**src/rtl/vpd_fifo.sv**
```systemverilog
// Small register FIFO used between the decoder parts and at the result side.
module vpd_fifo #(
  parameter int WIDTH = 8,
  parameter int DEPTH = 4,
  localparam int PW = (DEPTH > 1) ? $clog2(DEPTH) : 1,
  localparam int CW = $clog2(DEPTH + 1)
) (
  input  logic             clk,
  input  logic             rst_n,
  input  logic             push,
  input  logic [WIDTH-1:0] wdata,
  input  logic             pop,
  output logic [WIDTH-1:0] rdata,
  output logic [CW-1:0]    count,
  output logic             empty
);

  logic [WIDTH-1:0] mem_r [DEPTH];
  logic [PW-1:0]    wr_ptr_r, wr_ptr_nxt;
  logic [PW-1:0]    rd_ptr_r, rd_ptr_nxt;
  logic [CW-1:0]    count_r, count_nxt;
  logic             do_push, do_pop;

  assign do_push = push && (count_r != CW'(DEPTH));
  assign do_pop  = pop && (count_r != '0);

  always_comb begin
    wr_ptr_nxt = wr_ptr_r;
    rd_ptr_nxt = rd_ptr_r;
    count_nxt  = count_r;
    if (do_push) begin
      wr_ptr_nxt = (wr_ptr_r == PW'(DEPTH - 1)) ? '0 : wr_ptr_r + 1'b1;
    end
    if (do_pop) begin
      rd_ptr_nxt = (rd_ptr_r == PW'(DEPTH - 1)) ? '0 : rd_ptr_r + 1'b1;
    end
    if (do_push && !do_pop) begin
      count_nxt = count_r + 1'b1;
    end else if (do_pop && !do_push) begin
      count_nxt = count_r - 1'b1;
    end
  end

  always_ff @(posedge clk) begin
    if (!rst_n) begin
      wr_ptr_r <= '0;
      rd_ptr_r <= '0;
      count_r  <= '0;
    end else begin
      wr_ptr_r <= wr_ptr_nxt;
      rd_ptr_r <= rd_ptr_nxt;
      count_r  <= count_nxt;
    end
  end

  always_ff @(posedge clk) begin
    if (do_push) begin
      mem_r[wr_ptr_r] <= wdata;
    end
  end

  assign rdata = mem_r[rd_ptr_r];
  assign count = count_r;
  assign empty = (count_r == '0);

endmodule

```
**config.mk**
```make
export PLATFORM = sky130hd
export DESIGN_NAME = vpd_fifo
export DESIGN_NICKNAME = d
export VERILOG_FILES = /design/src/rtl/vpd_fifo.sv
export SDC_FILE = /design/constraint.sdc
export NUM_CORES = 1
export LEC_CHECK = 0
export ABC_AREA = 1
export ABC_CLOCK_PERIOD_IN_PS = 3900
export BUFFER_PORTS_ARGS = -buffer_cell sky130_fd_sc_hd__buf_2
export CAP_MARGIN = 5
export CORE_MARGIN = 3
export CORE_UTILIZATION = 40
export CTS_CLUSTER_SIZE = 30
export DETAILED_ROUTE_END_ITERATION = 8
export PLACE_DENSITY = 0.67
export SKIP_CTS_REPAIR_TIMING = 1
export SYNTH_ARGS = -nofsm -noshare
export SYNTH_HDL_FRONTEND = slang
export SYNTH_SLANG_ARGS = --single-unit
```
**constraint.sdc**
```tcl
create_clock -name clk -period 3.9 [get_ports clk]
set_clock_uncertainty 0.2 [all_clocks]
set_input_delay 0.78 -clock clk [delete_from_list [all_inputs] [get_ports clk]]
set_output_delay 0.78 -clock clk [all_outputs]
set_load 0.005 [all_outputs]
```
==> impl_metrics.toml <==
[clock_tree]
htreeDepth = 2
cts_made_buffers = 5
root_buffer = "clkbuf_8"
clk_latency_ps = 290
cts_tree = "built"
clockBufferDepth = 2
cts.clk_slew.worst_paths_ps = 60
clock-sinks = 41

[worst_hold_path]
hold_path_end = "count[0]$_SDFFE_PN0P_"
min_path_cells = 2
min-delay-path-class = "reg2reg"
worstHoldStart = "count[0]$_SDFFE_PN0P_"

[worst_setup_path]
cp_top_family = "flip-flops"
timing.rr.end = "count[1]$_SDFFE_PN0P_"
cp_max_fo = 17
crit_slowest_cell = "dfxtp_1"
worstPathArrival_ps = 1660
worstPathRequired_ps = 2920
r2r-start = "count[1]$_SDFFE_PN0P_"
slowest_delay_ps = 660
cp_cell_sequence = "inv_2 -> o21ai_0 -> o22ai_1 -> buf_2"
setup.worst_path.end_class = "primary output"
rr_worst_depth = 9
critPathKind = "reg2out"
startpoint_type = "flop"
critPathBufInv = 2
r2r_slack_ps = 1740

[placed_design]
placed_area_um2 = 1841
portBuffers = 23
dp_cells = 216
dp_hpwl_mm = 2.065
place_congestion = 0.7247

[global_routing]
overflow = 0
grt_usage = 0.1241
grt_pass1_wl_mm = 4.809
grt_pass1_vias = 1032
grt_max_degree = 18
antenna_found_initial = 0

[pwr]
p_total_mw = 1.237
p_per_area_nw_per_um2 = 644.0
ir_worst_vdd_mv = 0.3948
p_leak_nw = 0.7706

[sta]
post-route-period-util = 0.6775
period_needed_ps = 2642
relSlewSlack = 0.4599
slew_violations = 0
setup_viol = 0
fmax_ghz = 0.3785
worst_pin_slew_ps = 807.2
hold_viol = 0
finalSetupTns_ps = 0
rsz0062_at_grt = "false"

[floorplan]
die-area_um2 = 5035
die_x_um = 70.96
ioPinCount = 24
rows = 22
fp.dieH_um = 70.96
core_um2 = 3854
initial_core_util = 0.4380

[drt]
drtAntennaViolNets = 0
remaining_drc_errors = 0
drt-initial-drc-count = 86
wire_per_inst_um = 13.25
vias = 1095
wl_mm = 2.968
dr.pass1.iters = 4
via_per_inst = 4.888

[yosys]
syn-cell-area_um2 = 1688
seq_area_frac_synth = 0.6761
syn-num-nets = 166
yosysWarnings = 0
syn_inst = 147
synth.distinct_cells = 18
synth-seq-cells = 41
syn_avg_cell_area_um2 = 11.48

[finish]
num_antenna_cells = 0
regArea_um2 = 1141
area_delta_synth_final_pct = 13.79
drive_above_1_share = 0.1875
multiInputGateArea_um2 = 456.7
final_common_cell = "edfxtp_1"
fin_util = 0.4984
final_cells = 224
fillers = 363
nets = 194
mostFrequentLayoutCells = "edfxtp_1 (32), nor2_1 (31), buf_2 (23)"
final_area_um2 = 1921

[outcome]
status = "completed"

[flow_run]
max-cap-violations = 0
flip-flops by register name, summed over array words and instances (netlist names), named ones only:
signal	count
mem_r	32
rd_ptr_r	2
count	3
wr_ptr_r	2
layer usage:
| metal | up-vias | global-route usage | wire length, um | share of wire |
|---|---|---|---|---|
| met5 | - | 0 | 0 | 0 |
| met4 | 0 | 0.04384 | 40 | 0.013 |
| met3 | 9 | 0.04972 | 187 | 0.063 |
| met2 | 33 | 0.2019 | 1377 | 0.46 |
| met1 | 497 | 0.1491 | 1362 | 0.46 |
| li1 | 556 | - | - | - |
Yosys cell counts (all sizes together):
master,instances,share of area
a21oi,2,0.0059
buf,2,0.013
dfxtp,9,0.11
edfxtp,32,0.57
fa,1,0.012
ha,6,0.044
inv,18,0.040
nand2,15,0.033
nand3,1,0.0030
nand3b,1,0.0044
nand4,1,0.0037
nor2,33,0.076
o21ai,18,0.058
o22ai,8,0.030
worst min-delay path: cells and delay by family (launching register included):
kind                   cells  cell delay, ps
DFF                        1             350
buffers and inverters      1              80
AOI/OAI and AO/OA          1              60
metrics by stage:
stage,worst slack [ps],hold slack [ps]
finish,1258,328.9
global route,1069,373.5
CTS,1244,334.5
detailed placement,1484,322.4
global placement,1542,311.5
floorplan,1744,301.3
logic make-up (layout without fill, tap and decap cells):
| group | Yosys count | in the layout | synth area share |
|---|---|---|---|
| flip-flops | 41 | 41 | 0.6761 |
| adder cells (fa/ha/maj) | 7 | 7 | 0.05634 |
| AO/OA/AOI/OAI | 28 | 28 | 0.09341 |
| AND/OR/NAND/NOR | 51 | 51 | 0.1208 |
| buffers and inverters | 20 | 49 | 0.05337 |
where the power goes:
group / total, mW / internal, mW / switching [mW]
logic: 0.374 / 0.151 / 0.223
registers: 0.602 / 0.544 / 0.0581
clock network: 0.261 / 0.127 / 0.134
total: 1.24 / 0.822 / 0.415
worst max-delay path by stage:
stage | end | cells after the start | slack (ps) | start
floorplan | count[1]$_SDFFE_PN0P_ | 7 | 1740 | push
global placement | count[1]$_SDFFE_PN0P_ | 8 | 1540 | push
detailed placement | count[1]$_SDFFE_PN0P_ | 8 | 1480 | push
CTS | rdata[7] | 4 | 1240 | flop
global route | rdata[7] | 4 | 1070 | flop
finish | rdata[7] | 4 | 1260 | flop
final cells by class:
cell class              count  area share
flip-flops and latches     41      0.5941
multi-input cells          86      0.2378
repair buffers             23     0.05993
clock buffers               8     0.04169
inverters                  18     0.03518
well taps                  48     0.03127
(Power assumes the default switching activity.)
