`config.mk`:
```
export PLATFORM = sky130hd
export DESIGN_NAME = vpd_front
export DESIGN_NICKNAME = d
export VERILOG_FILES = /design/src/rtl/vpd_pkg.sv /design/src/rtl/vpd_front.sv
export SDC_FILE = /design/constraint.sdc
export NUM_CORES = 1
export LEC_CHECK = 0
export ABC_AREA = 0
export BUFFER_PORTS_ARGS = -buffer_cell sky130_fd_sc_hd__buf_2
export CAP_MARGIN = 30
export CORE_ASPECT_RATIO = 0.75
export CORE_MARGIN = 1
export CORE_UTILIZATION = 38
export CTS_CLUSTER_DIAMETER = 50
export DETAILED_ROUTE_END_ITERATION = 8
export PLACE_DENSITY = 0.86
export SLEW_MARGIN = 20
export SYNTH_ARGS = -nofsm -noshare
export SYNTH_HDL_FRONTEND = slang
export SYNTH_SLANG_ARGS = --single-unit
```
`constraint.sdc`:
```
create_clock -name clk -period 2 [get_ports clk]
set_input_delay 0.4 -clock clk [delete_from_list [all_inputs] [get_ports clk]]
set_output_delay 0.4 -clock clk [all_outputs]
set_load 0.01 [all_outputs]
```
`src/rtl/vpd_pkg.sv`:
```
// Shared types, codes and constants of the varint posting decoder.
package vpd_pkg;

  localparam int DELETE_WORDS_DEF = 1024;
  localparam int CMD_DEPTH        = 4;
  localparam int OUT_DEPTH        = 4;

  localparam logic [1:0]  OP_BYTE = 2'd0;
  localparam logic [1:0]  OP_END  = 2'd1;
  localparam logic [1:0]  OP_DEL  = 2'd2;

  localparam logic [2:0]  ADDR_DOC_BASE = 3'd0;
  localparam logic [2:0]  ADDR_MAX_DOC  = 3'd4;

  localparam logic [16:0] DOC_MAX_RST  = 17'h10000;
  localparam logic [16:0] ACC_MAX      = 17'h1FFFF;
  localparam logic [30:0] ID_OUT_MAX   = 31'h7FFFFFFF;
  localparam logic [2:0]  SHIFT_MAX    = 3'd7;
  localparam int          CONT_BIT     = 7;

  typedef struct packed {
    logic [1:0]  opcode;
    logic [7:0]  data_byte;
    logic [9:0]  del_addr;
    logic [63:0] del_word;
  } in_item_t;

  typedef struct packed {
    logic        status;
    logic [30:0] doc_id;
    logic [7:0]  weight_lo;
    logic [7:0]  weight_hi;
  } out_item_t;

  typedef enum logic [1:0] {
    PH_VARINT = 2'd0,
    PH_W0     = 2'd1,
    PH_W1     = 2'd2
  } phase_t;

  typedef enum logic [1:0] {
    CMD_JUDGE = 2'd0,
    CMD_END   = 2'd1,
    CMD_DEL   = 2'd2
  } cmd_kind_t;

  typedef struct packed {
    cmd_kind_t   kind;
    logic [16:0] id;
    logic [7:0]  w0;
    logic [7:0]  w1;
    logic [9:0]  addr;
    logic [63:0] word;
  } cmd_t;

  typedef struct packed {
    logic clearing;
    logic cmd_pop;
  } back_status_t;

endpackage

```
`src/rtl/vpd_front.sv`:
```
// Front end: varint parser that turns input transactions into back-end commands.
module vpd_front (
  input  logic               clk,
  input  logic               rst_n,
  input  logic               accept,
  input  vpd_pkg::in_item_t  item,
  input  logic [16:0]        max_doc,
  output logic               cmd_push,
  output vpd_pkg::cmd_t      cmd
);

  vpd_pkg::phase_t phase_r, phase_nxt;
  logic [16:0]     acc_r, acc_nxt;
  logic [2:0]      shift_r, shift_nxt;
  logic [7:0]      w0_r, w0_nxt;
  logic [16:0]     part;
  logic            ovf;
  logic [7:0]      b;

  assign b = item.data_byte;

  always_comb begin
    unique case (shift_r)
      3'd0: begin
        part = {10'd0, b[6:0]};
        ovf  = 1'b0;
      end
      3'd1: begin
        part = {3'd0, b[6:0], 7'd0};
        ovf  = 1'b0;
      end
      3'd2: begin
        part = {b[2:0], 14'd0};
        ovf  = |b[6:3];
      end
      default: begin
        part = '0;
        ovf  = |b[6:0];
      end
    endcase
  end

  always_comb begin
    phase_nxt = phase_r;
    acc_nxt   = acc_r;
    shift_nxt = shift_r;
    w0_nxt    = w0_r;
    cmd_push  = 1'b0;
    cmd.kind  = vpd_pkg::CMD_END;
    cmd.id    = acc_r;
    cmd.w0    = w0_r;
    cmd.w1    = b;
    cmd.addr  = item.del_addr;
    cmd.word  = item.del_word;
    if (accept) begin
      priority if (item.opcode == vpd_pkg::OP_DEL) begin
        cmd_push = 1'b1;
        cmd.kind = vpd_pkg::CMD_DEL;
      end else if (item.opcode == vpd_pkg::OP_END) begin
        cmd_push  = 1'b1;
        cmd.kind  = vpd_pkg::CMD_END;
        phase_nxt = vpd_pkg::PH_VARINT;
        acc_nxt   = '0;
        shift_nxt = '0;
      end else if (item.opcode == vpd_pkg::OP_BYTE) begin
        unique case (phase_r)
          vpd_pkg::PH_W0: begin
            w0_nxt    = b;
            phase_nxt = vpd_pkg::PH_W1;
          end
          vpd_pkg::PH_W1: begin
            cmd_push  = 1'b1;
            cmd.kind  = (acc_r >= max_doc) ? vpd_pkg::CMD_END : vpd_pkg::CMD_JUDGE;
            phase_nxt = vpd_pkg::PH_VARINT;
            acc_nxt   = '0;
            shift_nxt = '0;
          end
          default: begin
            acc_nxt = ovf ? vpd_pkg::ACC_MAX : (acc_r | part);
            if (b[vpd_pkg::CONT_BIT]) begin
              shift_nxt = (shift_r == vpd_pkg::SHIFT_MAX) ? shift_r : shift_r + 1'b1;
              phase_nxt = vpd_pkg::PH_VARINT;
            end else begin
              shift_nxt = '0;
              phase_nxt = vpd_pkg::PH_W0;
            end
          end
        endcase
      end else begin
        cmd_push = 1'b0;
      end
    end
  end

  always_ff @(posedge clk) begin
    if (!rst_n) begin
      phase_r <= vpd_pkg::PH_VARINT;
      acc_r   <= '0;
      shift_r <= '0;
    end else begin
      phase_r <= phase_nxt;
      acc_r   <= acc_nxt;
      shift_r <= shift_nxt;
    end
  end

  always_ff @(posedge clk) begin
    w0_r <= w0_nxt;
  end

endmodule

```
==> impl_metrics.tcl, run 1 <==
set metrics [dict create \
    path_cells "ha_4, and4_4, a21oi_2, a211o_1, a311oi_2, buf_2" \
    antenna_cells 0 \
    power_leakage_nw 1.29 \
    irDropWorstVdd_uv 230 \
    grt_pass1_wl_um 7980 \
    setup_viol 1 \
    relSlewSlack_pct 71.3 \
    fin_cells 381 \
    fin_nets 433 \
    fin_crit_sh_pct 113 \
    cp_slowest_cell "dfxtp_2" \
    cts.path.max_buffers 2 \
    worstHoldStart "item[81]" \
    place_congestion 0.773 \
    drc_errors 0 \
    yosys_warnings 0 \
    route.vias.total 1841 \
    htree_levels 2 \
    timing.reg2reg.setup_slack_ps 280 \
    synth_seq_cells 30 \
    rows 24 \
    cts_hold_repair.buffers 0 \
    final_cell_mix "buf_2 (65), nor2_1 (36), buf_4 (24)" \
    via_per_inst 4.83 \
    final_common_cell "buf_2" \
    mappedNetlistNets 422 \
    root_buffer "clkbuf_8" \
    die_h_um 71.2 \
    routedWlPerCell_um 13.0 \
    drtPass1Iterations 4 \
    clk_latency_ps 270 \
    hpwl_um 3870 \
    cts_tree "yes" \
    netlist-cell-type-count 37 \
    ios 214 \
    slowest_delay_ps 340 \
    drv_cap 0 \
    cts-buffers-inserted 5 \
    cp_max_fo 2 \
    first_iter_violations 39 \
    required_ps 1600 \
    postRouteAntennaNets 0 \
    arrival_ps 1860 \
    syn_inst 291 \
    dp.cells 371 \
    endpoint_kind "primary output" \
    path_class "register to primary output" \
    placed_area_um2 2390 \
    worstRegToRegCells 8 \
    final_area_um2 2570 \
    tightestPinTransition_ps 430 \
    syn_avg_cell_area_um2 8.34 \
    grt_overflow 0 \
    start_kind "register" \
    p_total_mw 1.38 \
    die_w_um 94.3 \
    grt_pass1_vias 1738 \
    clkSinkCount 30 \
    dp_slack_ps -271 \
    rsz0062_at_grt "yes" \
    min_period_ps 2260 \
    core-area_um2 5980 \
    wl_um 4950 \
    p_per_area_nw_per_um2 538 \
    areaGrowthSynthToFinish_pct 5.93 \
    antenna_found_initial 0 \
    finalHoldViolCount 0 \
    start_util_pct 40.6 \
    grt_start_max_net_pins 18 \
    r2r-end "acc_r[15]" \
    reg2reg_from "shift_r[0]" \
    globalRouteTotalUtil_pct 15.3 \
    port_buffers 65 \
    cp-endpoint "cmd[107]" \
    fin_skew_ps 2.28 \
    slew_violations 0 \
    seq_area_frac_synth_pct 28.0 \
    violations "setup timing" \
    syn_area_um2 2430 \
    design.die.area_um2 6710 \
    hold_path_class "primary input to register" \
    setup_ws_ps -265 \
    drive_gt1_share_pct 38.3 \
    clock.fmax_mhz 442 \
    crit_path_start "acc_r[2]" \
    status "finished with violations" \
    path_clk_slew_ps 60 \
]
-- power breakdown --
group	leakage [nW]	internal, mW	switching, mW	total [mW]
Combinational	0.987	0.115	0.131	0.246
Clock	0.0482	0.277	0.215	0.492
Sequential	0.251	0.637	0.00947	0.646
Total	1.29	1.03	0.356	1.38
-- flip-flops by register name, summed over array words and instances (netlist names) --
name and cells:
acc_r 17, phase_r 2, shift_r 3, w0_r 8
-- synthesized netlist by cell type, drive strengths merged --
library cell	count	area (um2)
inv	23	86.3
and2	1	6.26
or3	1	6.26
nand2	22	82.6
ha	27	338
and4	1	8.76
o41a	1	11.3
edfxtp	8	240
nor3b	1	7.51
a211oi	3	22.5
a211o	1	8.76
o32ai	1	27.5
a22oi	2	15.0
nand4	3	18.8
o21ai	6	30.0
dfxtp	22	440
and2b	1	7.51
a21o	2	15.0
and4b	1	10.0
o21bai	1	7.51
a21boi	1	7.51
a41oi	1	8.76
nor2b	9	56.3
nor3	2	10.0
and3	1	6.26
a311oi	1	8.76
a31o	1	8.76
mux2i	1	10.0
or4	1	7.51
nor2	36	135
buf	86	648
nand4b	1	8.76
a21oi	22	121
-- worst max-delay path, delay by kind of cell, from the launching register on --
family	cells	cell delay (ps)
DFF	1	340
adders and majority gates	1	270
buffers and inverters	1	170
and+or+nand+nor	1	220
AOI/OAI and AO/OA	3	600
-- worst min path at each step --
| stage | depth (start not counted) | slack [ps] | end |
|---|---|---|---|
| 6_report | 1 | 380 | w0_r[7] |
| 4_1_cts | 1 | 380 | w0_r[3] |
| 3_3_place_gp | 2 | 500 | acc_r[0] |
| 5_1_grt | 1 | 390 | w0_r[3] |
| 2_1_floorplan | 2 | 460 | phase_r[0] |
| 3_5_place_dp | 2 | 500 | acc_r[9] |
-- kinds of logic (layout without fill, tap and decap cells) --
family / Yosys count / after routing / synth area share, %
adder cells (fa/ha/maj): 27 / 27 / 13.9
multiplexers: 1 / 1 / 0.412
AND/OR/NAND/NOR: 81 / 81 / 15.3
flip-flops: 30 / 30 / 28.0
buffers and inverters: 109 / 121 / 30.3
AO/OA/AOI/OAI: 43 / 43 / 12.1
-- layout make-up --
class	instances	area (um2)
clock buffer	7	86.3
clock inverter	1	5.00
fill	579	3400
inverter	23	86.3
multi-input combinational	152	1090
sequential	30	684
tap	78	97.6
timing repair buffer	90	526
-- what timing repair did --
item | CTS | global route
setup buffers | 2 | 0
pin swaps | 8 | 0
hold endpoints to repair | 0 | 0
endpoints found under the setup margin | 1 | 1
gates resized for setup | 12 | 4
gates cloned | 0 | 0
-- routing by layer --
layer  track usage (%)  vias to the layer above  routed length [um]
li1                  -                      905                   -
met1              20.6                      836                2390
met2              22.1                       84                2090
met3              6.37                       16                 396
met4              5.13                        0                  70
met5                 0                        -                   0
-- through the flow --
stage / utilization [%] / TNS (ps) / hold slack, ps
3_5_place_dp: 39.9 / -271 / 502
3_3_place_gp: 39.9 / -225 / 495
4_1_cts: 42.8 / -276 / 380
5_1_grt: 43.0 / -378 / 389
2_1_floorplan: - / 0 / 461
6_report: 43.0 / -265 / 384
Power figures use the tool's default switching activity.
==> run 2, diff against run 1 <==
Settings changed: REMOVE_ABC_BUFFERS set to 1.
Clock period 2 ns to 2.6 ns, I/O delays scaled along.
==> impl_metrics.tcl, run 2 (synthesis gave the netlist of run 1 again) <==
set metrics [dict create \
    design.die.area_um2 6710 \
    relSlewSlack_pct 66.1 \
    slew_violations 0 \
    irDropWorstVdd_uv 179 \
    wl_um 11200 \
    fin_nets 411 \
    worstHoldStart "item[81]" \
    cts.path.max_buffers 2 \
    finalSetupTns_ps 0 \
    rsz0062_at_grt "no" \
    antenna_found_initial 0 \
    die_w_um 94.3 \
    clkSinkCount 30 \
    route.vias.total 1933 \
    cts_tree "yes" \
    r2r-end "acc_r[14]" \
    die_h_um 71.2 \
    multi_input_area_um2 1010 \
    cts-buffers-inserted 5 \
    via_per_inst 5.38 \
    cts_hold_repair.buffers 0 \
    hpwl_um 10100 \
    globalRouteTotalUtil_pct 34.0 \
    drtPass1Iterations 4 \
    endpoint_kind "primary output" \
    path_clk_slew_ps 60 \
    holdPathStages 1 \
    path_class "primary input to primary output" \
    timing.reg2reg.setup_slack_ps 860 \
    top_register "acc_r" \
    min_period_ps 2480 \
    setup_ws_ps 123 \
    final_cell_mix "buf_2 (65), nor2_1 (36), ha_1 (27)" \
    required_ps 2080 \
    grt_pass1_vias 1823 \
    drc_errors 0 \
    cp_max_fo 2 \
    p_per_area_nw_per_um2 483 \
    grt_pass1_wl_um 14500 \
    drive_gt1_share_pct 28.8 \
    place_congestion 0.914 \
    grt_overflow 0 \
    finalHoldViolCount 0 \
    fin_skew_ps 3.46 \
    power_leakage_nw 1.17 \
    grt_start_max_net_pins 18 \
    tightestPinTransition_ps 508 \
    final_common_cell "buf_2" \
    largest_reg_flops 17 \
    cts-resized-gates 0 \
    ios 214 \
    hold_slack_ps 496 \
    postRouteAntennaNets 0 \
    antenna_cells 0 \
    fillerInstances 631 \
    p_total_mw 1.13 \
    root_buffer "clkbuf_8" \
    clk_latency_ps 290 \
    clock.fmax_mhz 404 \
    reg_top3 "acc_r x17, w0_r x8, shift_r x3" \
    htree_levels 2 \
    routedWlPerCell_um 31.3 \
    first_iter_violations 87 \
    hold_path_class "primary input to register" \
    seq_area_um2 681 \
    arrival_ps 1960 \
    rows 24 \
    reg2reg_from "shift_r[0]" \
    start_kind "primary input" \
    start_util_pct 40.6 \
    port_buffers 65 \
    areaGrowthSynthToFinish_pct -3.87 \
    core-area_um2 5980 \
    cts_setup_buffers 0 \
    worstRegToRegCells 8 \
    status "finished clean" \
    post-route-util_pct 39.0 \
    setup_viol 0 \
    min_to "w0_r[7]" \
    fin_crit_sh_pct 95.3 \
    drv_cap 0 \
    dp_slack_ps 179 \
]
[run 2: cell type report]
class / instances / share of cell area (%)
timing repair buffer: 68 / 14.9
multi-input combinational: 152 / 43.4
clock buffer: 5 / 2.95
clock inverter: 3 / 1.72
sequential: 30 / 29.2
tap: 78 / 4.18
inverter: 23 / 3.70
[run 2: critical path, cell delays in order]
cell      delay [ps]
buf_2             80
inv_1             40
ha_1             290
and4_1           190
nor3b_1          230
o21bai_1         150
a311oi_1         280
buf_2            180
[run 2: per-layer routing]
layer	GRT usage (%)	wire, um
met4	18.5	610
met5	20.5	162
met3	40.1	2760
met2	46.2	4430
met1	27.3	3280
[run 2: worst max path at each step]
stage | startpoint | depth (start not counted) | endpoint
2_1_floorplan | item[82] | 6 | acc_r[0]
3_3_place_gp | max_doc[3] | 8 | cmd[107]
3_5_place_dp | max_doc[2] | 8 | cmd[107]
4_1_cts | max_doc[2] | 8 | cmd[107]
5_1_grt | acc_r[4] | 6 | cmd[107]
6_report | max_doc[2] | 8 | cmd[107]
[run 2: stage by stage]
stage / instance area [um2] / instances
6_report: 2330 / 359
5_1_grt: 2330 / 359
4_1_cts: 2330 / 359
3_5_place_dp: 2220 / 351
3_3_place_gp: 2220 / 351
2_1_floorplan: 1780 / 205
[run 2: power breakdown]
part	total (mW)	internal, mW	switching, mW
combinational	0.165	0.0680	0.0967
clock	0.464	0.281	0.182
sequential	0.498	0.489	0.00868
total	1.13	0.838	0.288
==> run 3, diff against run 2 <==
Settings changed: CTS_BUF_LIST set to sky130_fd_sc_hd__clkbuf_16.
==> impl_metrics.tcl, run 3 (synthesis gave the netlist of run 1 again) <==
set metrics [dict create \
    via_per_inst 5.46 \
    largest_reg_flops 17 \
    irDropWorstVdd_uv 186 \
    ios 214 \
    status "finished clean" \
    final_area_um2 2390 \
    crit_top_cell "buf_2" \
    path_class "primary input to primary output" \
    endpoint_kind "primary output" \
    hpwl_um 10100 \
    drtPass1Iterations 4 \
    slowest_delay_ps 290 \
    cts_hold_repair.buffers 0 \
    cts-buffers-inserted 5 \
    cp_max_fo 2 \
    cts_setup_buffers 0 \
    die_h_um 71.2 \
    clk_latency_ps 280 \
    cp_top_family "compound AO/OA/AOI/OAI gates" \
    required_ps 2080 \
    core-area_um2 5980 \
    start_util_pct 40.6 \
    antenna_found_initial 0 \
    place_congestion 0.914 \
    placed_area_um2 2220 \
    areaGrowthSynthToFinish_pct -1.55 \
    rows 24 \
    postRouteAntennaNets 0 \
    setup_viol 0 \
    grt_pass1_wl_um 14600 \
    arrival_ps 1940 \
    drv_cap 0 \
    globalRouteTotalUtil_pct 34.1 \
    power_leakage_nw 1.20 \
    clock.fmax_mhz 406 \
    reg_top3 "acc_r x17, w0_r x8, shift_r x3" \
    holdPathStages 2 \
    finalHoldViolCount 0 \
    routedWlPerCell_um 31.4 \
    cts_tree "yes" \
    cts.path.max_buffers 2 \
    fin_skew_ps 2.79 \
    htree_levels 2 \
    cts-resized-gates 0 \
    top_register "acc_r" \
    worstRegToRegCells 8 \
    grt_overflow 0 \
    finalSetupTns_ps 0 \
    first_iter_violations 121 \
    fillerInstances 625 \
    drc_errors 0 \
    slew_violations 0 \
    cp_slowest_cell "ha_1" \
    relSlewSlack_pct 66.4 \
    route.vias.total 1960 \
    path_clk_slew_ps 50 \
    min_period_ps 2460 \
    path_cells "buf_2, inv_1, ha_1, and4_1, nor3b_1, o21bai_1, a311oi_1, buf_2" \
    rsz0062_at_grt "no" \
    final_common_cell "buf_2" \
    drive_gt1_share_pct 28.8 \
    die_w_um 94.3 \
    design.die.area_um2 6710 \
    start_kind "primary input" \
    p_per_area_nw_per_um2 549 \
    wl_um 11300 \
    port_buffers 65 \
    clkSinkCount 30 \
    root_buffer "clkbuf_16" \
    final_cell_mix "buf_2 (65), nor2_1 (36), ha_1 (27)" \
    tightestPinTransition_ps 504 \
    grt_start_max_net_pins 18 \
    fin_crit_sh_pct 94.7 \
    path_depth 8 \
    fin_nets 411 \
    grt_pass1_vias 1807 \
    hold_path_class "register to register" \
    antenna_cells 0 \
    path_buf_inv 3 \
]
-- run 3: cell counts in the layout (fill, tap and decap cells not counted) --
Identical to the previous run, type by type.
-- run 3: routing by layer --
layer	part of all wire [%]	wire length (um)	up-vias	track usage, %
li1	-	-	856	-
met1	29	3240	868	27.9
met2	40	4470	200	46.3
met3	25	2810	30	39.7
met4	5.2	588	6	17.1
met5	1.6	175	-	25.8
-- run 3: per-stage QoR --
| step | std cells | total power, mW | util (%) | hold slack, ps | setup slack, ps |
|---|---|---|---|---|---|
| global route | 359 | 1.37 | 40.0 | 504 | 36.8 |
| global placement | 351 | 0.663 | 37.2 | 471 | 209 |
| detailed placement | 351 | 0.670 | 37.2 | 491 | 179 |
| CTS | 359 | 1.32 | 40.0 | 499 | 162 |
| floorplan | 205 | 0.590 | - | 461 | -479 |
| finish | 359 | 1.31 | 40.0 | 499 | 138 |
-- run 3: final timing paths --
kind	startpoint	endpoint	slack (ps)
worst max-delay path	max_doc[2]	cmd[107]	140
worst min-delay path	phase_r[0]	phase_r[0]	500
worst min register to register	phase_r[0]	phase_r[0]	500
worst max register to register	shift_r[0]	acc_r[14]	870
-- run 3: worst min-delay path: stages (launching register included) --
cell,delay (ps)
dfxtp_1,320
nand2_1,50
a21boi_0,70
-- run 3: area by class of cell --
type | count | area, um2 | share of cell area [%]
inverter | 23 | 86.3 | 3.61
clock buffer | 5 | 125 | 5.24
clock inverter | 3 | 40.0 | 1.68
sequential | 30 | 681 | 28.5
tap | 78 | 97.6 | 4.08
multi-input combinational | 152 | 1010 | 42.4
timing repair buffer | 68 | 348 | 14.6
-- run 3: where the power goes --
part           internal (mW)  switching [mW]
clock                  0.447           0.202
combinational         0.0680          0.0965
sequential             0.490         0.00865
total                   1.01           0.308
